--- config.mk ---
export PLATFORM = sky130hd
export DESIGN_NAME = slwd_window
export DESIGN_NICKNAME = d
export VERILOG_FILES = /design/src/sv/slwd_pkg.sv /design/src/sv/slwd_window.sv
export SDC_FILE = /design/constraint.sdc
export NUM_CORES = 2
export LEC_CHECK = 0
export BUFFER_PORTS_ARGS = -buffer_cell sky130_fd_sc_hd__clkbuf_2
export CAP_MARGIN = 20
export CORE_MARGIN = 2
export CORE_UTILIZATION = 64
export CTS_CLUSTER_DIAMETER = 150
export DETAILED_ROUTE_END_ITERATION = 8
export PLACE_DENSITY_LB_ADDON = 0.08
export SETUP_SLACK_MARGIN = 0.05
export SYNTH_ARGS = -nofsm -noshare
export SYNTH_HDL_FRONTEND = slang
export SYNTH_SLANG_ARGS = --single-unit
--- constraint.sdc ---
create_clock -name clk -period 23.2 [get_ports clk]
set_clock_uncertainty 0.15 [all_clocks]
set_input_delay 3.48 -clock clk [delete_from_list [all_inputs] [get_ports clk]]
set_output_delay 3.48 -clock clk [all_outputs]
set_load 0.005 [all_outputs]
--- src/sv/slwd_pkg.sv ---
// Shared types and constants for the stable load window detector.
// Holds the transaction structs, the configuration register map and reset values.
// No dependencies; every other file of the block imports this package.
`default_nettype none

package slwd_pkg;

    // One input transaction: a current sample and its timestamp.
    typedef struct packed {
        logic [15:0] current_ma;
        logic [31:0] time_ms;
    } slwd_in_t;

    // One result transaction.
    typedef struct packed {
        logic [31:0] zero_run;
        logic        stable;
        logic        stable_start;
        logic        calibrate;
        logic [15:0] stable_value_ma;
    } slwd_out_t;

    // Configuration registers as seen by the datapath.
    typedef struct packed {
        logic        enable;
        logic [15:0] zero_threshold_ma;
        logic [31:0] variance_limit;
        logic [15:0] min_load_ma;
        logic [15:0] max_load_ma;
        logic [31:0] stable_time_ms;
        logic [31:0] recal_interval_ms;
    } slwd_cfg_t;

    // Per-sample control flags carried down the pipeline.
    typedef struct packed {
        logic proc;   // sample was taken while enabled
        logic zero;   // sample is below the zero threshold
        logic full;   // ring is full once this sample is pushed
    } slwd_flags_t;

    // Register map of the configuration port.
    localparam int unsigned CFG_INDEX_W = 3;
    localparam int unsigned CFG_DATA_W  = 32;

    typedef enum logic [CFG_INDEX_W-1:0] {
        REG_ENABLE         = 3'd0,
        REG_ZERO_THRESHOLD = 3'd1,
        REG_VARIANCE_LIMIT = 3'd2,
        REG_MIN_LOAD       = 3'd3,
        REG_MAX_LOAD       = 3'd4,
        REG_STABLE_TIME    = 3'd5,
        REG_RECAL_INTERVAL = 3'd6
    } slwd_reg_t;

    // Register values after reset.
    localparam slwd_cfg_t CFG_RESET = '{
        enable:            1'b1,
        zero_threshold_ma: 16'd50,
        variance_limit:    32'd10000,
        min_load_ma:       16'd500,
        max_load_ma:       16'd20000,
        stable_time_ms:    32'd30000,
        recal_interval_ms: 32'd1800000
    };

endpackage

`default_nettype wire

--- src/sv/slwd_window.sv ---
// Window statistics of the stable load window detector.
// Keeps the running sum and sum of squares and forms the products for the stability tests.
// Depends on slwd_pkg.
`default_nettype none

module slwd_window #(
    parameter int WINDOW      = 50,
    parameter int SAMPLE_BITS = 16
) (
    input  logic                                              clk,
    input  logic                                              rst_n,
    input  logic                                              up_valid,
    output logic                                              up_ready,
    input  slwd_pkg::slwd_flags_t                             up_flags,
    input  logic [31:0]                                       up_time,
    input  logic [SAMPLE_BITS-1:0]                            up_new,
    input  logic [SAMPLE_BITS-1:0]                            up_old,
    input  logic [2*SAMPLE_BITS-1:0]                          up_new_sq,
    input  logic [2*SAMPLE_BITS-1:0]                          up_old_sq,
    output logic                                              dn_valid,
    input  logic                                              dn_ready,
    output slwd_pkg::slwd_flags_t                             dn_flags,
    output logic [31:0]                                       dn_time,
    output logic [SAMPLE_BITS+$clog2(WINDOW)-1:0]             dn_sum,
    output logic [2*(SAMPLE_BITS+$clog2(WINDOW))-1:0]         dn_ss,
    output logic [2*(SAMPLE_BITS+$clog2(WINDOW))-1:0]         dn_wq,
    output logic [SAMPLE_BITS:0]                              dn_mean
);
    import slwd_pkg::*;

    localparam int L      = $clog2(WINDOW);
    localparam int SUM_W  = SAMPLE_BITS + L;
    localparam int SQ_W   = 2 * SAMPLE_BITS + L;
    localparam int PROD_W = 2 * SUM_W;
    localparam int M_W    = SUM_W + 1;
    localparam int MP_W   = SUM_W + M_W;
    localparam int MEAN_W = SAMPLE_BITS + 1;
    localparam int DIV_SH = SUM_W + L;
    // Reciprocal of WINDOW, rounded up: floor(S * DIV_MUL / 2^DIV_SH) equals S / WINDOW.
    localparam logic [63:0]    DIV_POW = 64'd1 << DIV_SH;
    localparam logic [63:0]    DIV_RND = (DIV_POW + 64'(WINDOW) - 64'd1) / 64'(WINDOW);
    localparam logic [M_W-1:0] DIV_MUL = DIV_RND[M_W-1:0];

    logic              v3_reg;
    logic              v4_reg;
    logic [SUM_W-1:0]  sum_reg;
    logic [SQ_W-1:0]   sq_reg;
    slwd_flags_t       flags3_reg;
    slwd_flags_t       flags4_reg;
    logic [31:0]       time3_reg;
    logic [31:0]       time4_reg;
    logic [SUM_W-1:0]  sum4_reg;
    logic [PROD_W-1:0] ss4_reg;
    logic [PROD_W-1:0] wq4_reg;
    logic [MP_W-1:0]   mp4_reg;

    logic [SUM_W-1:0]  sum_next;
    logic [SQ_W-1:0]   sq_next;
    logic              load3;
    logic              load4;

    assign load4    = !v4_reg || dn_ready;
    assign load3    = !v3_reg || load4;
    assign up_ready = load3;

    // Add the entering sample and drop the leaving one.
    assign sum_next = sum_reg + SUM_W'(up_new) - SUM_W'(up_old);
    assign sq_next  = sq_reg + SQ_W'(up_new_sq) - SQ_W'(up_old_sq);

    // Running sums and stage valid bits.
    always_ff @(posedge clk or negedge rst_n)
    begin
        if (!rst_n)
        begin
            v3_reg  <= 1'b0;
            v4_reg  <= 1'b0;
            sum_reg <= '0;
            sq_reg  <= '0;
        end
        else
        begin
            if (load3)
            begin
                v3_reg <= up_valid;
            end
            if (load4)
            begin
                v4_reg <= v3_reg;
            end
            if (load3 && up_valid && up_flags.proc)
            begin
                sum_reg <= sum_next;
                sq_reg  <= sq_next;
            end
        end
    end

    // Stage 3 travels with the running sums it produced.
    always_ff @(posedge clk)
    begin
        if (load3 && up_valid)
        begin
            flags3_reg <= up_flags;
            time3_reg  <= up_time;
        end
    end

    // Stage 4: square of the sum, scaled sum of squares and the mean product.
    always_ff @(posedge clk)
    begin
        if (load4 && v3_reg)
        begin
            flags4_reg <= flags3_reg;
            time4_reg  <= time3_reg;
            sum4_reg   <= sum_reg;
            ss4_reg    <= PROD_W'(sum_reg) * PROD_W'(sum_reg);
            wq4_reg    <= PROD_W'(sq_reg) * PROD_W'(WINDOW);
            mp4_reg    <= MP_W'(sum_reg) * MP_W'(DIV_MUL);
        end
    end

    assign dn_valid = v4_reg;
    assign dn_flags = flags4_reg;
    assign dn_time  = time4_reg;
    assign dn_sum   = sum4_reg;
    assign dn_ss    = ss4_reg;
    assign dn_wq    = wq4_reg;
    assign dn_mean  = mp4_reg[MP_W-1 -: MEAN_W];

endmodule

`default_nettype wire

### After elaboration in Yosys (flattened, before gate mapping)

Index checks and enable logic that the tools add are counted.

* divide/modulo/power cells: 0
* equality and inequality tests: 0
* shift-type cells: 0
* magnitude comparators: 0
* $add $sub $neg: 4
* reductions and logical operators: 7
* multiplexer cells: 0
* bitwise operators: 0
* $mul: 3

Operator list (count)
* multiplier 22 x 22 -> 44 bit: 1
* multiplier 22 x 22 -> 44 bit (second input constant): 1
* multiplier 38 x 5 -> 43 bit (second input constant): 1
* adder 38 x 32 -> 38 bit: 1
* subtractor 38 x 32 -> 38 bit: 1
* adder 22 x 16 -> 22 bit: 1
* subtractor 22 x 16 -> 22 bit: 1
* logical AND 1 bit: 3
* zero test 1 bit: 2
* logical OR 1 bit: 2

* bits in writable memories: 0
* memory bits (read-only): 0
* output and inout bits: 164
* logic and storage cells: 30
* bits in registers: 285
* memories kept: 0
* latch bits: 0
* input bits: 135

### Logic depth before layout (Yosys ltp)

* depth in word-level cells: 5
* gate-level depth with buffers: 28

### Worst setup path after synthesis

OpenSTA, ideal clock, no wires.

* path type: input-to-reg
* start point: input dn_ready
* end point: register flags4_reg (netlist bit dn_flags[0]), enable pin
* cell stages on the path: 2
* setup slack: 15296 ps
* buffers on the path: 0
* arrival: 7216 ps
* required time: 22512 ps
* cell sequence: nand2b_1 > and2_1

* word-level cells in the longest chain between the ends: 2

Ends and longest elaborated chain
* start, declared: line slwd_window.sv:21 `input logic dn_ready,`
* logical OR 1 bit: line slwd_window.sv:62 `assign load4 = !v4_reg || dn_ready;`
* logical AND 1 bit: line slwd_window.sv:111 `if (load4 && v3_reg)`
* end signal, assigned: line slwd_window.sv:113 `flags4_reg <= flags3_reg;`
* end, declared: line slwd_window.sv:49 `slwd_flags_t flags4_reg;`

Every way passes these cells.
A chain may end at the register's enable or synchronous reset.

### Final worst setup path

* start point: register sum_reg[2]
* end point: register ss4_reg[41] (netlist: dn_ss[41]), data pin

* word-level cells in the longest chain between the ends: 1

Ends and longest elaborated chain
* start, declared: line slwd_window.sv:46 `logic [SUM_W-1:0] sum_reg;`
* start signal, assigned: line slwd_window.sv:92 `sum_reg <= sum_next;`
* multiplier 22 x 22 -> 44 bit: line slwd_window.sv:116 `ss4_reg <= PROD_W'(sum_reg) * PROD_W'(sum_reg);`
* end signal, assigned: line slwd_window.sv:116
* end, declared: line slwd_window.sv:53 `logic [PROD_W-1:0] ss4_reg;`

Every way passes these cells.

==> metrics <==
pin count of the biggest net entering global routing=slightly above 70; worst slew pin tran=1.078 ns; clock-pin slew on the worst setup and hold paths=0.06 ns; Max-Cap Viols=0; Seq cells post-synth=between 200 and 300; htree depth=2; crit-path cells=inv_1, nor2_1, fa_1, inv_1, fa_1, fa_1, inv_1, fa_1, inv_1, fa_1, inv_1, fa_1, fa_1, ha_1, a21o_1, a31oi_1, o22ai_1, o31a_1, a221o_1, a221o_1, a21oi_2, o41ai_1, xor2_1; CTS tree=built; via-per-instance ratio=around 5.6; Most common cell on crit path=fa_1; insertion delay to the later sink of the worst-skew pair=a little under 0.6 ns; Worst R2R End=dn_ss[41]$_DFFE_PP_; clock sinks=256; crit end category=flop; reg-to-reg setup timing slack=between 15 and 20 ns; layout cell share with drive strength beyond 1=0.09749; largest area contributor in the netlist=fa_1; Worst Hold Class=flop to flop; Residual DRC=0; slowest CP cell=dfrtp_1; Hold WS=0.2670 ns; RSZ-0062 raised after global routing=no; core area=roughly 60000 sq um; final WL=92.83 mm; sequential element share of the synthesized area=0.1905; Hold EP=dn_time[1]$_DFFE_PP_; antenna violations before repair=0; synthesized area=38730 sq um; Final setup viols=0; CP arrival=between 8 and 9 ns; setup tns final=0 ns; post-detail-place hpwl=between 70 and 80 mm; fin. max-slew vios=0; max incr delay on CP=0.71 ns; asr flop ratio synth=0.2422; remaining antenna violation count=0; Crit Path Class=flop to flop; row count=90; Initial DRT Pass Iterations=5; postcts setup bufs=0; Synth-to-Final Area Change=8.882%; Max-slew headroom=0.2816; Die ar.=62500 sq um; antenna diode count=0; Root Driver=clkbuf_16; Hold Path Cell Cnt=0; Post-synth EDFFs=194; Startpoint Class=flop; post-cts resize count=0; Tcrit/Tclk final=0.3524; Final Critical Period=8.175 ns; dpl cell area=41090 sq um; startpoint of the worst hold path=time3_reg[1]$_DFFE_PP_; number of flip-flops in the largest register=between 40 and 50; CTS buffer count=34; vias in the first global route=28717; top area cells in the synthesized netlist=fa_1, ha_1, edfxtp_1, inv_1, dfrtp_1; Reg2Reg Depth=23; Boundary Pins=around 300; Port Buffers=about 300; Max Fanout on Critical Path=16; Yosys top cell area share=0.3117; Layout Nets=5488; outcome=completed; GR Util All Layers=0.3107; Data required, critical path=23.36 ns; total vias in the final route=27589; GPL Wtd Cong=between 0.9 and 1; Max Clk Rate=122.3 MHz; YS warnings=0; final instance area=42170 sq um; Die X=250.0 microns; Starting Density=0.6440; DRT iter0 DRCs=1578; cells after synthesis=slightly below 4000; Chip Height=250.0 microns; Hold Violations, Final=0; top_reg_cell synth=edfxtp_1; clk buf depth=3; synth unique cells=87; top post-synthesis cells by count=inv_1, fa_1, ha_1; top-count cell post-synth=inv_1; fillcell total=4771; first-pass GRT wire length=150.5 mm; WL per Instance=~19 microns; worst r2r src=sum_reg[2]$_DFFE_PN0P_; hold buffers post-CTS=0; Avg Inst Size Synth=9.974 sq um; total gr overflow=0
## cell families after synthesis
family / share of synthesized area
flops: 0.1905
other cells: 0.00009683
mux: 0.001325
compound gates: 0.09046
xor+xnor: 0.03551
fa+ha+maj: 0.5019
simple gates: 0.06962
buf+inv: 0.1106
## layout by cell type, fill, tap and decap left out, types with 5 or more instances in the layout
cell type / synthesis / routed
or2_2: 6 / 6
a31oi_1: 22 / 22
nand2_1: 242 / 241
ha_1: 588 / 588
nor4_1: 6 / 6
o21bai_1: 26 / 26
o21a_1: 19 / 19
nand3_1: 34 / 34
o21ai_0: 125 / 125
and3_1: 14 / 14
fa_1: 603 / 603
edfxtp_1: 194 / 194
nor2_1: 167 / 167
inv_1: 1047 / 1047
a21o_1: 82 / 82
clkinv_1: 6 / 11
nor2b_1: 16 / 16
xnor2_1: 90 / 90
a2111oi_0: 6 / 6
dfrtp_1: 62 / 62
a211oi_1: 16 / 16
and2_1: 9 / 7
xor2_1: 67 / 67
a211o_1: 6 / 6
buf_4: 3 / 27
clkbuf_2: 0 / 295
nor3_1: 30 / 30
clkinvlp_4: 0 / 6
or3_1: 5 / 5
nand2b_1: 19 / 19
clkbuf_16: 0 / 35
o211ai_1: 7 / 7
o31ai_1: 13 / 13
a21oi_1: 144 / 144
nand4_1: 28 / 28
## how the worst max path moves through the flow
stage,depth (start not counted),slack (ns),endpoint,startpoint
3_3_place_gp,23,15.25,dn_ss[41]$_DFFE_PP_,sum_reg[2]$_DFFE_PN0P_
4_1_cts,23,15.03,dn_ss[41]$_DFFE_PP_,sum_reg[2]$_DFFE_PN0P_
3_5_place_dp,23,15.06,dn_ss[41]$_DFFE_PP_,sum_reg[2]$_DFFE_PN0P_
6_report,23,15.02,dn_ss[41]$_DFFE_PP_,sum_reg[2]$_DFFE_PN0P_
5_1_grt,23,14.64,dn_ss[39]$_DFFE_PP_,sum_reg[2]$_DFFE_PN0P_
2_1_floorplan,2,15.30,dn_flags[0]$_DFFE_PP_,dn_ready
## worst max-delay path: cells and delay by family, from the launching register on
family	cells	cell delay [ns]
fa+ha+maj	8	3.73
flops	1	0.71
compound gates	8	2.05
xor+xnor	1	0.15
simple gates	1	0.35
buf+inv	5	0.79
## per-layer routing
metal / share of wire / track usage / wire length, microns / vias up
met5: 0 / 0 / 0 / -
met4: 0.041 / 0.1184 / 3829 / 0
met3: 0.071 / 0.05017 / 6571 / 201
met2: 0.47 / 0.5105 / 43750 / 926
met1: 0.42 / 0.4176 / 38680 / 13596
li1: - / - / - / 12866
## area by class of cell
| type | count | area, sq um | area share |
|---|---|---|---|
| Inverter | 1055 | 3960 | 0.09391 |
| Sequential cell | 256 | 7377 | 0.1750 |
| Clock buffer | 40 | 914.6 | 0.02169 |
| Multi-Input combinational cell | 2493 | 27090 | 0.6425 |
| Clock inverter | 19 | 166.4 | 0.003946 |
| Timing Repair Buffer | 322 | 1679 | 0.03982 |
| Tap cell | 782 | 978.4 | 0.02320 |
## stage by stage
stage | std cells | setup WS (ns) | util
after floorplan | 3886 | 15.30 | -
after global placement | 4908 | 15.25 | 0.6833
after detailed placement | 4908 | 15.06 | 0.6833
after CTS | 4967 | 15.03 | 0.7012
after global routing | 4967 | 14.64 | 0.7012
final | 4967 | 15.02 | 0.7012
Power is left out: the tool's default activity adds up to more than one toggle a clock period on the data nets, which glitch-free logic cannot reach.
