**src/sv/slwd_pkg.sv**
```systemverilog
// Shared types and constants for the stable load window detector.
// Holds the transaction structs, the configuration register map and reset values.
// No dependencies; every other file of the block imports this package.
`default_nettype none

package slwd_pkg;

    // One input transaction: a current sample and its timestamp.
    typedef struct packed {
        logic [15:0] current_ma;
        logic [31:0] time_ms;
    } slwd_in_t;

    // One result transaction.
    typedef struct packed {
        logic [31:0] zero_run;
        logic        stable;
        logic        stable_start;
        logic        calibrate;
        logic [15:0] stable_value_ma;
    } slwd_out_t;

    // Configuration registers as seen by the datapath.
    typedef struct packed {
        logic        enable;
        logic [15:0] zero_threshold_ma;
        logic [31:0] variance_limit;
        logic [15:0] min_load_ma;
        logic [15:0] max_load_ma;
        logic [31:0] stable_time_ms;
        logic [31:0] recal_interval_ms;
    } slwd_cfg_t;

    // Per-sample control flags carried down the pipeline.
    typedef struct packed {
        logic proc;   // sample was taken while enabled
        logic zero;   // sample is below the zero threshold
        logic full;   // ring is full once this sample is pushed
    } slwd_flags_t;

    // Register map of the configuration port.
    localparam int unsigned CFG_INDEX_W = 3;
    localparam int unsigned CFG_DATA_W  = 32;

    typedef enum logic [CFG_INDEX_W-1:0] {
        REG_ENABLE         = 3'd0,
        REG_ZERO_THRESHOLD = 3'd1,
        REG_VARIANCE_LIMIT = 3'd2,
        REG_MIN_LOAD       = 3'd3,
        REG_MAX_LOAD       = 3'd4,
        REG_STABLE_TIME    = 3'd5,
        REG_RECAL_INTERVAL = 3'd6
    } slwd_reg_t;

    // Register values after reset.
    localparam slwd_cfg_t CFG_RESET = '{
        enable:            1'b1,
        zero_threshold_ma: 16'd50,
        variance_limit:    32'd10000,
        min_load_ma:       16'd500,
        max_load_ma:       16'd20000,
        stable_time_ms:    32'd30000,
        recal_interval_ms: 32'd1800000
    };

endpackage

`default_nettype wire

```
**src/sv/slwd_ring.sv**
```systemverilog
// Sample ring of the stable load window detector: input stage, ring memory and squaring.
// Reads the sample that leaves the window and squares both the new and the old sample.
// Depends on slwd_pkg.
`default_nettype none

module slwd_ring #(
    parameter int WINDOW      = 50,
    parameter int SAMPLE_BITS = 16
) (
    input  logic                       clk,
    input  logic                       rst_n,
    input  logic                       sample_valid,
    output logic                       sample_stall,
    input  slwd_pkg::slwd_in_t         sample_data,
    input  slwd_pkg::slwd_cfg_t        cfg,
    output logic                       dn_valid,
    input  logic                       dn_ready,
    output slwd_pkg::slwd_flags_t      dn_flags,
    output logic [31:0]                dn_time,
    output logic [SAMPLE_BITS-1:0]     dn_new,
    output logic [SAMPLE_BITS-1:0]     dn_old,
    output logic [2*SAMPLE_BITS-1:0]   dn_new_sq,
    output logic [2*SAMPLE_BITS-1:0]   dn_old_sq
);
    import slwd_pkg::*;

    localparam int PTR_W    = $clog2(WINDOW);
    localparam int SQ_SMP_W = 2 * SAMPLE_BITS;
    localparam int THR_W    = (SAMPLE_BITS > 16) ? SAMPLE_BITS : 16;
    localparam logic [PTR_W-1:0] LAST_POS = PTR_W'(WINDOW - 1);

    logic [SAMPLE_BITS-1:0] ring_mem [WINDOW];

    logic [PTR_W-1:0]       wp_reg;
    logic                   full_reg;
    logic                   v1_reg;
    logic                   v2_reg;
    slwd_flags_t            flags1_reg;
    slwd_flags_t            flags2_reg;
    logic                   use_old1_reg;
    logic [SAMPLE_BITS-1:0] new1_reg;
    logic [SAMPLE_BITS-1:0] old1_reg;
    logic [SAMPLE_BITS-1:0] new2_reg;
    logic [SAMPLE_BITS-1:0] old2_reg;
    logic [SQ_SMP_W-1:0]    new_sq1_reg;
    logic [SQ_SMP_W-1:0]    new_sq2_reg;
    logic [SQ_SMP_W-1:0]    old_sq2_reg;
    logic [31:0]            time1_reg;
    logic [31:0]            time2_reg;

    logic                   smp_zero;
    logic [SAMPLE_BITS-1:0] smp;
    logic                   load1;
    logic                   load2;
    logic                   accept;
    logic                   at_last;

    // Only the low SAMPLE_BITS bits of the current are used.
    assign smp      = SAMPLE_BITS'(sample_data.current_ma);
    assign smp_zero = THR_W'(smp) < THR_W'(cfg.zero_threshold_ma);
    assign at_last  = (wp_reg == LAST_POS);

    // Stage enables: a stage loads when it is empty or its content moves on.
    assign load2        = !v2_reg || dn_ready;
    assign load1        = !v1_reg || load2;
    assign accept       = sample_valid && load1;
    assign sample_stall = !load1;

    // Write pointer and fill flag advance on every enabled transaction.
    always_ff @(posedge clk or negedge rst_n)
    begin
        if (!rst_n)
        begin
            wp_reg   <= '0;
            full_reg <= 1'b0;
        end
        else if (accept && cfg.enable)
        begin
            if (at_last)
            begin
                wp_reg   <= '0;
                full_reg <= 1'b1;
            end
            else
            begin
                wp_reg <= wp_reg + 1'b1;
            end
        end
    end

    // Ring memory: read-first, so the read returns the sample being replaced.
    always_ff @(posedge clk)
    begin
        if (accept)
        begin
            if (cfg.enable)
            begin
                ring_mem[wp_reg] <= smp;
            end
            old1_reg <= ring_mem[wp_reg];
        end
    end

    // Stage valid bits.
    always_ff @(posedge clk or negedge rst_n)
    begin
        if (!rst_n)
        begin
            v1_reg <= 1'b0;
            v2_reg <= 1'b0;
        end
        else
        begin
            if (load1)
            begin
                v1_reg <= sample_valid;
            end
            if (load2)
            begin
                v2_reg <= v1_reg;
            end
        end
    end

    // Stage 1 payload: flags, the new sample and its square.
    always_ff @(posedge clk)
    begin
        if (accept)
        begin
            flags1_reg.proc <= cfg.enable;
            flags1_reg.zero <= smp_zero;
            flags1_reg.full <= full_reg || at_last;
            use_old1_reg    <= full_reg;
            new1_reg        <= smp;
            new_sq1_reg     <= SQ_SMP_W'(smp) * SQ_SMP_W'(smp);
            time1_reg       <= sample_data.time_ms;
        end
    end

    // Stage 2 payload: the leaving sample and its square, zero while the ring fills.
    always_ff @(posedge clk)
    begin
        if (load2 && v1_reg)
        begin
            flags2_reg  <= flags1_reg;
            new2_reg    <= new1_reg;
            new_sq2_reg <= new_sq1_reg;
            time2_reg   <= time1_reg;
            old2_reg    <= use_old1_reg ? old1_reg : '0;
            old_sq2_reg <= use_old1_reg ? SQ_SMP_W'(old1_reg) * SQ_SMP_W'(old1_reg) : '0;
        end
    end

    assign dn_valid  = v2_reg;
    assign dn_flags  = flags2_reg;
    assign dn_time   = time2_reg;
    assign dn_new    = new2_reg;
    assign dn_old    = old2_reg;
    assign dn_new_sq = new_sq2_reg;
    assign dn_old_sq = old_sq2_reg;

`ifndef NO_ASSERTIONS
    a_full_sticky: assert property (@(posedge clk) disable iff (!rst_n)
        full_reg |=> full_reg)
        else $error("ring fill flag dropped after the ring was full");

    a_disabled_hold: assert property (@(posedge clk) disable iff (!rst_n)
        (accept && !cfg.enable) |=> $stable(wp_reg))
        else $error("write pointer moved on a disabled transaction");

    a_fill_wrap: assert property (@(posedge clk) disable iff (!rst_n)
        $rose(full_reg) |-> (wp_reg == '0))
        else $error("ring became full without the pointer wrapping");
`endif

endmodule

`default_nettype wire

```
**config.mk**
```make
export PLATFORM = sky130hd
export DESIGN_NAME = slwd_ring
export DESIGN_NICKNAME = d
export VERILOG_FILES = /design/src/sv/slwd_pkg.sv /design/src/sv/slwd_ring.sv
export SDC_FILE = /design/constraint.sdc
export NUM_CORES = 2
export LEC_CHECK = 0
export ABC_AREA = 1
export BUFFER_PORTS_ARGS = -buffer_cell sky130_fd_sc_hd__buf_2
export CORE_MARGIN = 3
export CORE_UTILIZATION = 50
export DETAILED_ROUTE_END_ITERATION = 8
export GPL_ROUTABILITY_DRIVEN = 0
export PLACE_DENSITY = 0.68
export SLEW_MARGIN = 15
export SYNTH_ARGS = -nofsm -noshare
export SYNTH_HDL_FRONTEND = slang
export SYNTH_SLANG_ARGS = --single-unit
```
**constraint.sdc**
```tcl
create_clock -name clk -period 14.6 [get_ports clk]
set_input_delay 0.73 -clock clk [delete_from_list [all_inputs] [get_ports clk]]
set_output_delay 0.73 -clock clk [all_outputs]
set_load 0.1 [all_outputs]
```
## Yosys cells after proc, flatten, opt, wreduce, memory -nomap -nowiden

Memory sizes are Yosys's and may differ from the RTL's. A register that Yosys moved wholly into a read port is not among the register bits.
Cells that the tools add are included.

- Multiplexer cells: 4
- Eq/ne operators: 1
- Multipliers: 2
- $add $sub $neg: 1
- Reductions and logical operators: 10
- Magnitude comparators: 1

Operators by type and width:

| operator | count |
|---|---|
| $mul 16x16->32 | 2 |
| $lt 16x16->1 | 1 |
| $add 6x1->6 const B | 1 |
| $eq 6x6->1 const B | 1 |
| $mux 6 | 1 |
| $logic_and 1x1->1 | 3 |
| $logic_not 1->1 | 3 |
| $logic_or 1x1->1 | 3 |
| $mux 1 | 3 |
| $reduce_and 2->1 | 1 |

- Memories: 1
- RAM bits: 800
- Register bits: 224
- Input port bits: 197

Memory list:

| name | depth | bits a word | read ports | clocked after memory_dff | write ports | RTL line | RTL |
|---|---|---|---|---|---|---|---|
| ring_mem | 50 | 16 | 1 | 1 | 1 | slwd_ring.sv:32 | `logic [SAMPLE_BITS-1:0] ring_mem [WINDOW];` |

## Longest topological paths before layout

- Depth after elaboration: 6
- Gate-level depth with buffers: 28

## Worst setup path after synthesis

Ideal clock, no wire load.

- Path kind: register -> register
- From: register v2_reg (netlist: dn_valid)
- To: register flags2_reg (netlist bit dn_flags[0]) (enable)
- Path buffers: 0
- Setup slack: 6.884 ns
- Data arrival time: 7.062 ns
- Required time: 13.946 ns
- Library setup time: 0.654 ns
- Stages on the path, launching flop included: 2
- Cells stage by stage: dfrtp_1 -> a21oi_1

- Cells in the longest elaborated chain, start to end: 3

RTL lines:

| item | RTL line | RTL |
|---|---|---|
| from (decl) | slwd_ring.sv:37 | `logic v2_reg;` |
| from (signal assigned) | slwd_ring.sv:120 | `v2_reg <= v1_reg;` |
| $logic_not 1->1 | slwd_ring.sv:64 | `assign load2 = !v2_reg \|\| dn_ready;` |
| $logic_or 1x1->1 | slwd_ring.sv:64 |  |
| $logic_and 1x1->1 | slwd_ring.sv:143 | `if (load2 && v1_reg)` |
| to (signal assigned) | slwd_ring.sv:145 | `flags2_reg <= flags1_reg;` |
| to (decl) | slwd_ring.sv:39 | `slwd_flags_t flags2_reg;` |

Every way passes these cells.
A chain may end at the register's enable or synchronous reset.

## Worst setup path after layout

- From: input sample_data[35] (netlist name)
- To: register new_sq1_reg[27], data pin

- Cells in the longest elaborated chain, start to end: 1

RTL lines:

| item | RTL line | RTL |
|---|---|---|
| from (decl) | slwd_ring.sv:14 | `input slwd_pkg::slwd_in_t sample_data,` |
| $mul 16x16->32 | slwd_ring.sv:135 | `new_sq1_reg <= SQ_SMP_W'(smp) * SQ_SMP_W'(smp);` |
| to (signal assigned) | slwd_ring.sv:135 |  |
| to (decl) | slwd_ring.sv:45 | `logic [SQ_SMP_W-1:0] new_sq1_reg;` |

Every way passes these cells.

==> impl_metrics.tcl <==
set metrics [dict create \
    hp-start "sample_data[9]" \
    async_flop_share 0.00870 \
    max_cap_violations 0 \
    syn2layout_area_growth_pct 10.5 \
    synth_top_area_frac 0.554 \
    wire_per_inst_um 19.2 \
    cts-htree-levels 3 \
    grt_max_degree 158 \
    startpoint "sample_data[35]" \
    vias 37100 \
    status "completed" \
    fmax_mhz 161 \
    grt_overflow 0 \
    fin_skew_ns 0.0341 \
    wl_met2_um 66500 \
    period_share 0.424 \
    final-seq-area_sq_um 31000 \
    holdCritPathClass "in2reg" \
    cts_root_buf "clkbuf_16" \
    wl_met1_um 55000 \
    timing.hold.ws_ns 0.221 \
    grt_antenna_before_repair 1 \
    drt_iter0_markers 3591 \
    finalCriticalPeriod_ns 6.19 \
    yosys_most_used_dff "edfxtp_1" \
    synth_edf_count 1025 \
    cts.path.max_buffers 3 \
    nets 6276 \
    syn_avg_cell_area_sq_um 10.4 \
    path_clk_slew_ns 0.06 \
    route.detailed.drc 0 \
    dp_slack_ns 7.78 \
    synth.cell_area_sq_um 55600 \
    place_hpwl_um 86700 \
    synth.area.top_cells "edfxtp_1, nand2_1, fa_1" \
    grt_pass1_wl_um 212000 \
    largest_reg_flops 800 \
    synth_cells 5350 \
    ys_types 39 \
    n_fill_cell 9251 \
    worst_pin_slew_ns 1.03 \
    numClockSinks 1034 \
    antenna_left 0 \
    dpl_cell_area_sq_um 58200 \
    routed-wl-met3_um 10400 \
    final_layout_size_suffix_gt1_frac 0.0816 \
    cts_tree "yes" \
    fp.dieW_um 339 \
    final.setup.worst_slack_ns 8.41 \
    avgViaCountPerCell 5.23 \
    grt_pass1_vias 36800 \
    setup_viol 0 \
    dieArea_sq_um 115000 \
    slew_viol_final 0 \
    rsz0062_at_grt "false" \
    pin_count 330 \
    port_buffers 199 \
    die_h_um 339 \
    start_util 0.507 \
    crit_fanout 48 \
    drt-pass1-iter-count 6 \
    totalNegativeSetupSlack_ns 0 \
    multi_input_area_sq_um 20700 \
    wl_um 136000 \
    worstPathRequired_ns 15.02 \
    relSlewSlack 0.312 \
    grt.total_usage 0.238 \
    cp-start-kind "input port" \
    worstPathArrival_ns 6.62 \
    critPathKind "in2reg" \
    coreArea_sq_um 110000 \
    top_layer_used "met4" \
    yosysWarningCount 0 \
    finalHoldViolCount 0 \
    end_kind "register" \
    yosys.area.top_type "edfxtp_1" \
    cts_buffers 102 \
    cts_setup_buffers 0 \
    clock_latency_ns 0.69 \
    synth-seq-area-share 0.558 \
    final_area_sq_um 61400 \
    num_rows 121 \
    regToRegStartpoint "old1_reg[8]" \
    ys_ff_latch 1034 \
]
-- per-layer routing --
metal | GRT usage | vias up
li1 | - | 17500
met1 | 0.317 | 18000
met2 | 0.403 | 1348
met3 | 0.0354 | 269
met4 | 0.0764 | 0
met5 | 0 | -
-- stage by stage --
stage,util,cells
after floorplan,-,5351
after global placement,0.531,6909
after detailed placement,0.531,6909
after CTS,0.560,7099
after global routing,0.560,7099
final,0.560,7100
-- critical path: stages --
cell,delay [ns]
buf_2,0.42
buf_4,0.60
nand2_1,0.26
fa_1,0.56
fa_1,0.54
inv_1,0.05
fa_1,0.49
fa_1,0.51
fa_1,0.50
inv_1,0.05
fa_1,0.49
inv_1,0.05
ha_1,0.32
a21oi_1,0.29
o21ai_0,0.20
nand2_1,0.10
nand3_1,0.11
nand2_1,0.12
nand3_1,0.07
nand2_1,0.07
nand2_1,0.06
-- path summary, 6_finish.rpt --
| check | to | slack [ns] | cells after the start |
|---|---|---|---|
| max | new_sq1_reg[27] | 8.41 | 21 |
| min | time1_reg[9] | 0.22 | 1 |
| max reg2reg | dn_old_sq[31] | 8.49 | 22 |
| min reg2reg | dn_time[11] | 0.41 | 0 |
| max in group asynchronous | wp_reg[0] | 13.86 | 2 |
| min in group asynchronous | dn_valid | 0.45 | 2 |
-- layout make-up --
cell class	instances	share of cell area
sequential	1034	0.505
timing repair buffer	296	0.0283
clock inverter	51	0.00709
multi-input combinational	3324	0.337
clock buffer	138	0.0449
antenna	1	0.0000407
inverter	780	0.0479
tap	1476	0.0301
-- cell usage after synthesis (2+ instances only) --
| cell | instances |
|---|---|
| inv_2 | 6 |
| fa_1 | 324 |
| buf_1 | 8 |
| nand3_1 | 58 |
| ha_1 | 217 |
| nor3_1 | 7 |
| a21o_1 | 2 |
| o21a_1 | 2 |
| inv_1 | 771 |
| nand4_1 | 7 |
| buf_4 | 17 |
| a31o_2 | 2 |
| clkinv_1 | 3 |
| buf_2 | 89 |
| or2_2 | 4 |
| clkbuf_1 | 99 |
| xnor2_1 | 11 |
| nor2_2 | 3 |
| o21bai_1 | 11 |
| xor2_1 | 26 |
| a21oi_1 | 325 |
| o21ai_0 | 161 |
| dfrtp_1 | 9 |
| nor2_1 | 299 |
| nand2_1 | 1851 |
| edfxtp_1 | 1025 |
-- kinds of logic (layout without fill, tap and decap cells) --
| group | count (synthesis) | after routing | synth area share |
|---|---|---|---|
| AO/OA/AOI/OAI | 508 | 508 | 0.0467 |
| XOR/XNOR | 37 | 37 | 0.00583 |
| adder cells (fa/ha/maj) | 541 | 541 | 0.166 |
| buffers and inverters | 993 | 1265 | 0.0702 |
| flip-flops | 1034 | 1034 | 0.558 |
| other | 1 | 3 | 0.0000675 |
| AND/OR/NAND/NOR | 2236 | 2236 | 0.154 |
-- placed cells by master, fill, tap and decap left out, types with 14 or more instances in the layout --
| master | count |
|---|---|
| nand2_1 | 1851 |
| edfxtp_1 | 1025 |
| inv_1 | 768 |
| a21oi_1 | 324 |
| fa_1 | 324 |
| nor2_1 | 299 |
| ha_1 | 217 |
| buf_2 | 199 |
| o21ai_0 | 161 |
| clkbuf_16 | 104 |
| buf_4 | 95 |
| nand3_1 | 58 |
| clkbuf_1 | 31 |
| xor2_1 | 26 |
| clkinv_1 | 24 |
| clkinv_2 | 14 |
-- timing repair --
action                     CTS  global route
hold endpoints to repair     9             0
hold buffers                 1             0
setup endpoints to repair    0             0
resized for setup            0             0
Power is left out: the tool's default activity adds up to more than one toggle a clock period on the data nets, which glitch-free logic cannot reach.
