$ cat src/sv/slwd_pkg.sv
// Shared types and constants for the stable load window detector.
// Holds the transaction structs, the configuration register map and reset values.
// No dependencies; every other file of the block imports this package.
`default_nettype none

package slwd_pkg;

    // One input transaction: a current sample and its timestamp.
    typedef struct packed {
        logic [15:0] current_ma;
        logic [31:0] time_ms;
    } slwd_in_t;

    // One result transaction.
    typedef struct packed {
        logic [31:0] zero_run;
        logic        stable;
        logic        stable_start;
        logic        calibrate;
        logic [15:0] stable_value_ma;
    } slwd_out_t;

    // Configuration registers as seen by the datapath.
    typedef struct packed {
        logic        enable;
        logic [15:0] zero_threshold_ma;
        logic [31:0] variance_limit;
        logic [15:0] min_load_ma;
        logic [15:0] max_load_ma;
        logic [31:0] stable_time_ms;
        logic [31:0] recal_interval_ms;
    } slwd_cfg_t;

    // Per-sample control flags carried down the pipeline.
    typedef struct packed {
        logic proc;   // sample was taken while enabled
        logic zero;   // sample is below the zero threshold
        logic full;   // ring is full once this sample is pushed
    } slwd_flags_t;

    // Register map of the configuration port.
    localparam int unsigned CFG_INDEX_W = 3;
    localparam int unsigned CFG_DATA_W  = 32;

    typedef enum logic [CFG_INDEX_W-1:0] {
        REG_ENABLE         = 3'd0,
        REG_ZERO_THRESHOLD = 3'd1,
        REG_VARIANCE_LIMIT = 3'd2,
        REG_MIN_LOAD       = 3'd3,
        REG_MAX_LOAD       = 3'd4,
        REG_STABLE_TIME    = 3'd5,
        REG_RECAL_INTERVAL = 3'd6
    } slwd_reg_t;

    // Register values after reset.
    localparam slwd_cfg_t CFG_RESET = '{
        enable:            1'b1,
        zero_threshold_ma: 16'd50,
        variance_limit:    32'd10000,
        min_load_ma:       16'd500,
        max_load_ma:       16'd20000,
        stable_time_ms:    32'd30000,
        recal_interval_ms: 32'd1800000
    };

endpackage

`default_nettype wire

$ cat src/sv/slwd_decide.sv
// Stability decision of the stable load window detector.
// Compares the window statistics, tracks the stable period and drives the result register.
// Depends on slwd_pkg.
`default_nettype none

module slwd_decide #(
    parameter int WINDOW      = 50,
    parameter int SAMPLE_BITS = 16
) (
    input  logic                                              clk,
    input  logic                                              rst_n,
    input  logic                                              up_valid,
    output logic                                              up_ready,
    input  slwd_pkg::slwd_flags_t                             up_flags,
    input  logic [31:0]                                       up_time,
    input  logic [SAMPLE_BITS+$clog2(WINDOW)-1:0]             up_sum,
    input  logic [2*(SAMPLE_BITS+$clog2(WINDOW))-1:0]         up_ss,
    input  logic [2*(SAMPLE_BITS+$clog2(WINDOW))-1:0]         up_wq,
    input  logic [SAMPLE_BITS:0]                              up_mean,
    input  slwd_pkg::slwd_cfg_t                               cfg,
    output logic                                              result_valid,
    input  logic                                              result_stall,
    output slwd_pkg::slwd_out_t                               result_data
);
    import slwd_pkg::*;

    localparam int L      = $clog2(WINDOW);
    localparam int SUM_W  = SAMPLE_BITS + L;
    localparam int PROD_W = 2 * SUM_W;
    localparam int BND_W  = 32 + 2 * L;
    localparam int CMP_W  = (PROD_W > BND_W) ? PROD_W : BND_W;
    localparam int LW_W   = 16 + L;
    localparam int MCMP_W = (SUM_W > LW_W) ? SUM_W : LW_W;
    localparam int WSQ    = WINDOW * WINDOW;

    logic [BND_W-1:0] bound_reg;
    logic [LW_W-1:0]  minw_reg;
    logic [LW_W-1:0]  maxw_reg;
    logic             v5_reg;
    slwd_flags_t      flags5_reg;
    logic [31:0]      time5_reg;
    logic             ok5_reg;
    logic [15:0]      mean5_reg;
    logic             result_valid_reg;
    slwd_out_t        result_reg;
    logic [31:0]      zero_count_reg;
    logic             in_period_reg;
    logic [31:0]      period_start_reg;
    logic [15:0]      period_value_reg;
    logic [31:0]      last_cal_reg;

    logic [31:0]      zero_count_next;
    logic             in_period_next;
    logic [31:0]      period_start_next;
    logic [15:0]      period_value_next;
    logic [31:0]      last_cal_next;

    logic [PROD_W-1:0] spread;
    logic              var_ok;
    logic              min_ok;
    logic              max_ok;
    logic              load_out;
    logic              load5;
    logic              fire;
    logic              tested;
    logic              window_ok;
    logic              start;
    logic              calib;
    logic [31:0]       since_start;
    logic [31:0]       since_cal;

    assign load_out = !result_valid_reg || !result_stall;
    assign load5    = !v5_reg || load_out;
    assign up_ready = load5;
    assign fire     = v5_reg && load_out;

    // Scaled limits; configuration must only change while the pipeline is empty, which the block does not enforce.
    always_ff @(posedge clk)
    begin
        bound_reg <= BND_W'(cfg.variance_limit) * BND_W'(WSQ);
        minw_reg  <= LW_W'(cfg.min_load_ma) * LW_W'(WINDOW);
        maxw_reg  <= LW_W'(cfg.max_load_ma) * LW_W'(WINDOW);
    end

    // Exact integer tests on the window: W*Q - S*S against limit*W*W, S against load*W.
    assign spread = up_wq - up_ss;
    assign var_ok = CMP_W'(spread) < CMP_W'(bound_reg);
    assign min_ok = MCMP_W'(up_sum) >= MCMP_W'(minw_reg);
    assign max_ok = MCMP_W'(up_sum) <= MCMP_W'(maxw_reg);

    always_ff @(posedge clk or negedge rst_n)
    begin
        if (!rst_n)
        begin
            v5_reg <= 1'b0;
        end
        else if (load5)
        begin
            v5_reg <= up_valid;
        end
    end

    always_ff @(posedge clk)
    begin
        if (load5 && up_valid)
        begin
            flags5_reg <= up_flags;
            time5_reg  <= up_time;
            ok5_reg    <= var_ok && min_ok && max_ok;
            mean5_reg  <= 16'(up_mean);
        end
    end

    // Zero run and stable period bookkeeping for the transaction leaving stage 5.
    always_comb
    begin
        tested            = flags5_reg.proc && !flags5_reg.zero && flags5_reg.full;
        window_ok         = tested && ok5_reg;
        start             = window_ok && !in_period_reg;
        calib             = 1'b0;
        since_start       = time5_reg - period_start_reg;
        since_cal         = time5_reg - last_cal_reg;
        zero_count_next   = zero_count_reg;
        in_period_next    = in_period_reg;
        period_start_next = period_start_reg;
        period_value_next = period_value_reg;
        last_cal_next     = last_cal_reg;

        if (flags5_reg.proc)
        begin
            if (flags5_reg.zero)
            begin
                if (zero_count_reg != '1)
                begin
                    zero_count_next = zero_count_reg + 32'd1;
                end
            end
            else
            begin
                zero_count_next = '0;
            end
        end

        if (start)
        begin
            period_start_next = time5_reg;
            period_value_next = mean5_reg;
            in_period_next    = 1'b1;
        end
        else if (window_ok)
        begin
            // A long enough period ends, with a request if the interval has passed.
            if (since_start > cfg.stable_time_ms)
            begin
                if (since_cal > cfg.recal_interval_ms)
                begin
                    calib         = 1'b1;
                    last_cal_next = time5_reg;
                end
                in_period_next = 1'b0;
            end
        end
        else if (tested)
        begin
            in_period_next = 1'b0;
        end
    end

    // Period state and output valid.
    always_ff @(posedge clk or negedge rst_n)
    begin
        if (!rst_n)
        begin
            result_valid_reg <= 1'b0;
            zero_count_reg   <= '0;
            in_period_reg    <= 1'b0;
            period_start_reg <= '0;
            period_value_reg <= '0;
            last_cal_reg     <= '0;
        end
        else
        begin
            if (load_out)
            begin
                result_valid_reg <= v5_reg;
            end
            if (fire)
            begin
                zero_count_reg   <= zero_count_next;
                in_period_reg    <= in_period_next;
                period_start_reg <= period_start_next;
                period_value_reg <= period_value_next;
                last_cal_reg     <= last_cal_next;
            end
        end
    end

    // Result register.
    always_ff @(posedge clk)
    begin
        if (fire)
        begin
            result_reg.zero_run        <= zero_count_next;
            result_reg.stable          <= window_ok;
            result_reg.stable_start    <= start;
            result_reg.calibrate       <= calib;
            result_reg.stable_value_ma <= period_value_next;
        end
    end

    assign result_valid = result_valid_reg;
    assign result_data  = result_reg;

`ifndef NO_ASSERTIONS
    a_cal_closes: assert property (@(posedge clk) disable iff (!rst_n)
        (result_valid_reg && result_reg.calibrate) |-> !in_period_reg)
        else $error("calibrate issued while the stable period stays open");

    a_start_opens: assert property (@(posedge clk) disable iff (!rst_n)
        (result_valid_reg && result_reg.stable_start) |-> in_period_reg)
        else $error("stable start did not open a period");

    a_zero_unstable: assert property (@(posedge clk) disable iff (!rst_n)
        (result_valid_reg && (result_reg.zero_run != '0)) |-> !result_reg.stable)
        else $error("window reported stable during a zero run");
`endif

endmodule

`default_nettype wire
$ cat config.mk
export PLATFORM = sky130hd
export DESIGN_NAME = slwd_decide
export DESIGN_NICKNAME = d
export VERILOG_FILES = /design/src/sv/slwd_pkg.sv /design/src/sv/slwd_decide.sv
export SDC_FILE = /design/constraint.sdc
export NUM_CORES = 1
export LEC_CHECK = 0
export BUFFER_PORTS_ARGS = -buffer_cell sky130_fd_sc_hd__buf_2
export CORE_MARGIN = 2
export CORE_UTILIZATION = 40
export CTS_CLUSTER_SIZE = 30
export DETAILED_ROUTE_END_ITERATION = 7
export GPL_TIMING_DRIVEN = 0
export PLACE_DENSITY_LB_ADDON = 0.15
export SYNTH_ARGS = -nofsm -noshare
export SYNTH_HDL_FRONTEND = slang
export SYNTH_SLANG_ARGS = --single-unit
$ cat constraint.sdc
create_clock -name clk -period 14.05 [get_ports clk]
set_input_delay 2.1075 -clock clk [delete_from_list [all_inputs] [get_ports clk]]
set_output_delay 2.1075 -clock clk [all_outputs]
set_load 0.01 [all_outputs]
### Word level (Yosys, flattened, before mapping)

Index checks and enable logic that the tools add are counted.
Widths: inputs -> output; s select.

| cells by class | value |
|---|---|
| $add $sub $neg | 4 |
| multiply operators | 3 |
| magnitude comparators | 5 |
| eq/ne operators | 2 |
| mux-type cells | 9 |
| bitwise gates (word level) | 3 |
| reductions and logical operators | 20 |

Operators with widths:

| kind | number |
|---|---|
| $mux 32 | 3 |
| $gt 32x32->1 | 2 |
| $sub 32x32->32 | 2 |
| $lt 44x44->1 | 1 |
| $sub 44x44->44 | 1 |
| $mul 16x5->21 const B | 2 |
| $mul 32x10->42 const B | 1 |
| $add 32x1->32 const B | 1 |
| $ne 32x32->1 const B | 1 |
| $ge 22x22->1 | 1 |
| $le 22x22->1 | 1 |
| $mux 16 | 1 |
| $logic_and 1x1->1 | 8 |
| $logic_not 1->1 | 5 |
| $mux 1 | 5 |
| $reduce_and 5->1 | 1 |
| $ne 3x1->1 const B | 1 |
| $not 1->1 | 3 |
| $reduce_and 3->1 | 1 |
| $reduce_bool 3->1 | 1 |
| $reduce_or 3->1 | 1 |
| $logic_or 1x1->1 | 2 |
| $reduce_and 2->1 | 1 |

| word-level totals | value |
|---|---|
| register bits after elaboration | 302 |
| input port bits | 311 |
| output and inout port bits | 53 |
| logic and storage cells | 67 |

### Depth between registers and ports, before layout

| logic depth | value |
|---|---|
| depth after elaboration | 7 |
| mapped depth | 24 |
| depth with buffers taken out | 23 |

### Worst setup path after synthesis

No wires, ideal clock.

| path | value |
|---|---|
| kind | input-to-reg |
| from | input port cfg[100] in the netlist's numbering |
| to | register bound_reg[43] |
| library setup time | 0.123 ns |
| arrival time | 6.459 ns |
| required time | 13.927 ns |
| path slack | 7.468 ns |
| stages | 22 |
| path buffers | 1 |
| path through | inv_1 fa_1 inv_1 ha_1 inv_1 fa_1 inv_1 ha_1 inv_1 fa_1 inv_1 ha_1 buf_2 a21oi_1 o211ai_1 a21o_1 a311oi_1 o21ai_1 a2111oi_0 o21ba_2 o21ai_1 xor2_1 |

| between the ends | value |
|---|---|
| word-level cells in the longest chain between the ends | 1 |

RTL lines:

| item | line | text |
|---|---|---|
| start: declaration | slwd_decide.sv:20 | `input slwd_pkg::slwd_cfg_t cfg,` |
| $mul 32x10->42 | slwd_decide.sv:80 | `bound_reg <= BND_W'(cfg.variance_limit) * BND_W'(WSQ);` |
| end signal: assignment | slwd_decide.sv:80 |  |
| end: declaration | slwd_decide.sv:36 | `logic [BND_W-1:0] bound_reg;` |

No other way between the ends.
A chain may end at the register's enable or synchronous reset.

### Final worst setup path

| path | value |
|---|---|
| from | input port up_ss[2] |
| to | register ok5_reg, data pin |

| between the ends | value |
|---|---|
| word-level cells in the longest chain between the ends | 4 |

RTL lines:

| item | line | text |
|---|---|---|
| start: declaration | slwd_decide.sv:17 | `input logic [2*(SAMPLE_BITS+$clog2(WINDOW))-1:0] up_ss,` |
| $sub 44x44->44 | slwd_decide.sv:86 | `assign spread = up_wq - up_ss;` |
| $lt 44x44->1 | slwd_decide.sv:87 | `assign var_ok = CMP_W'(spread) < CMP_W'(bound_reg);` |
| $logic_and 1x1->1 (2 in series) | slwd_decide.sv:109 | `ok5_reg <= var_ok && min_ok && max_ok;` |
| end signal: assignment | slwd_decide.sv:109 |  |
| end: declaration | slwd_decide.sv:42 | `logic ok5_reg;` |

No other way between the ends.

==> flow_metrics.py <==
metrics = {
    "status": {
        "status": "finished, final reports clean",
    },
    "clock_network": {
        "clk_pin_slew_ns": 0.06,
        "post-cts-setup-buffers": 0,
        "cts_tree": "yes",
        "clockRootBuffer": "clkbuf_16",
        "clockBufferDepth": 3,
        "cts.sinks": 302,
        "cts.repair.resized": 0,
        "clock_latency_ns": 0.58,
        "cts_made_buffers": 40,
        "ctsHoldBuffers": 0,
        "htree_levels": 2,
    },
    "synthesis": {
        "async_reset_ff_frac": 0.3808,
        "yosys-top-cells-area": "ha_1 21%, edfxtp_1 11%, dfrtp_1 10%",
        "syn_area_sq_um": 27780,
        "synth_commonest_cells": "632 x inv_1, 475 x ha_1, 173 x a21oi_1, 156 x nand2_1, 152 x o21ai_0",
        "synth_area_per_cell_sq_um": 9.147,
        "yosys_warnings": 0,
        "yosysMostFrequentCell": "inv_1",
        "ys_types": 79,
        "synth_edf_count": 103,
        "synth_top_area_frac": 0.2139,
        "syn-num-nets": 3930,
        "ys_seq_area_frac": 0.2755,
        "ys.flop_type": "dfrtp_1",
        "ys_seq_elements": 302,
        "synth_top_area_cell": "ha_1",
        "syn_inst": 3037,
    },
    "global_route": {
        "grt_max_degree": 67,
        "antenna_found_initial": 10,
        "track_usage": 0.1855,
        "grt_remaining_overflow": 0,
        "first_global_vias": 21160,
        "grt_pass1_wl_mm": 107.2,
    },
    "layout": {
        "nets": 4318,
        "drive_gt1_frac": 0.1464,
        "largest_reg_flops": 51,
        "area_delta_synth_final_pct": 15.35,
        "final_core_util": 0.4664,
    },
    "setup_path": {
        "critPathLaunchType": "input port",
        "critPathKind": "input port to register",
        "cp_max_fo": 5,
        "endpoint_kind": "register",
        "crit_arrival_ns": 7.14,
        "required_ns": 14.34,
    },
    "power": {
        "clkPwrFrac": 0.202,
        "swShare": 0.4054,
        "pwr-share-comb": 0.555,
        "intPower_mw": 2.993,
        "ir_drop_v": 0.00008257,
        "pwr-share-seq": 0.243,
        "p_per_area_nw_per_um2": 157.1,
        "p_switching_mw": 2.041,
        "total_power_mw": 5.034,
        "total_leakage_power_nw": 16.62,
    },
    "timing": {
        "fmax_ghz": 0.1458,
        "worst_pin_slew_ns": 1.262,
        "finalSetupViolCount": 0,
        "fin_crit_ns": 6.857,
        "fin_skew_ns": 0.02431,
        "finalHoldViolCount": 0,
        "slew_headroom": 0.1519,
        "finalSetupTns_ns": 0,
        "hold-worst-slack_ns": 0.4897,
        "post-route-period-util": 0.4880,
        "rsz0062_at_grt": "no",
        "drv_slew": 0,
    },
    "routing": {
        "viasPerCell": 4.801,
        "wl_met3_mm": 3.029,
        "wl_per_cell_um": 14.97,
        "dr_wl_met2_mm": 30.23,
        "routed.top_layer": "met5",
        "vias": 21090,
        "drc": 0,
        "wl_mm": 65.77,
        "dr.pass1.iters": 5,
        "first_iter_violations": 987,
        "wl_met1_mm": 30.83,
        "antenna_left": 0,
    },
    "floorplan": {
        "initial_core_util": 0.4043,
        "die_h_um": 267.5,
        "io_pins": 364,
        "die_w_um": 267.5,
        "num_rows": 96,
        "dieArea_sq_um": 71580,
        "coreArea_sq_um": 68710,
    },
    "job": {
        "max-cap-violations": 0,
    },
    "place": {
        "hpwl_mm": 54.07,
        "port_buffers": 345,
        "routabilityCongestion": 0.8685,
    },
    "worst_hold_path": {
        "hp-class": "register to register",
    },
}
==> worst max-delay path, cell delays in order <==
cell and delay [ns]:
buf_2 0.08, inv_1 0.03, ha_1 0.33, a21o_1 0.19
a31o_2 0.24, a21o_1 0.23, a31oi_1 0.27, a311oi_1 0.23
a311oi_1 0.82, o21ai_1 0.22, a21oi_1 0.22, xnor2_1 0.22
ha_1 0.30, nand4_1 0.13, nor4_1 0.08, inv_1 0.08
nor3_1 0.10, a221o_1 0.36, a211oi_1 0.26, o211ai_1 0.13
nor4_1 0.52
==> kinds of logic after synthesis <==
kind of cell             synth area share
AO/OA/AOI/OAI                      0.1521
adder cells (fa/ha/maj)            0.2910
XOR/XNOR                          0.05896
multiplexers                      0.03117
buffers and inverters             0.09242
AND/OR/NAND/NOR                   0.09886
flip-flops                         0.2755
==> per-stage QoR <==
step | worst slack (ns) | std cells | area, sq um
2_1_floorplan | 7.468 | 3037 | 27780
3_3_place_gp | 6.454 | 4313 | 30670
3_5_place_dp | 6.490 | 4314 | 30710
4_1_cts | 7.100 | 4388 | 32030
5_1_grt | 6.810 | 4392 | 32040
6_report | 7.193 | 4394 | 32050
==> final cells by class <==
type                       instances  area, sq um
antenna                            6        15.01
buffer                            45        198.9
clock buffer                      57         1126
clock inverter                    17        192.7
fill                            6774        36660
inverter                         632         2372
multi-input combinational       2058        17560
sequential                       302         7652
tap                              931         1165
timing repair buffer             346         1760
==> path summary, 6_finish.rpt <==
path,from,end,slack [ns],cells after the start
worst max-delay path,up_ss[2],ok5_reg$_DFFE_PP_,7.19,21
worst min-delay path,mean5_reg[7]$_DFFE_PP_,period_value_reg[7]$_DFFE_PN0P_,0.49,1
worst max register to register,time5_reg[0]$_DFFE_PP_,last_cal_reg[15]$_DFFE_PN0P_,7.89,22
worst min register to register,mean5_reg[7]$_DFFE_PP_,period_value_reg[7]$_DFFE_PN0P_,0.49,1
max in group asynchronous,rst_n,period_value_reg[11]$_DFFE_PN0P_,11.83,2
min in group asynchronous,rst_n,period_start_reg[6]$_DFFE_PN0P_,1.48,1
==> placed cells by master (no fill, tap or decap), drive strengths merged, types with 115 or more instances in the layout <==
master / synthesis / final
inv: 632 / 634
a21oi: 174 / 174
buf: 6 / 352
nor2: 144 / 144
o21ai: 159 / 159
dfrtp: 115 / 115
ha: 475 / 475
nand2: 157 / 157
a21o: 121 / 121
xnor2: 126 / 126
==> power by group through the flow <==
| stage | clock network (mW) | logic [mW] | registers (mW) |
|---|---|---|---|
| global placement | 0 | 2.78 | 1.24 |
| global route | 1.09 | 3.25 | 1.25 |
| CTS | 1.06 | 2.82 | 1.23 |
| finish | 1.02 | 2.79 | 1.22 |
| floorplan | 0 | 2.17 | 1.23 |
| detailed placement | 0 | 2.80 | 1.24 |
==> layer usage <==
| layer | up-vias | GRT usage |
|---|---|---|
| li1 | 11110 | - |
| met1 | 9560 | 0.2453 |
| met2 | 341 | 0.3130 |
| met3 | 78 | 0.03108 |
| met4 | 6 | 0.04952 |
| met5 | - | 0 |
Power figures use the tool's default switching activity.
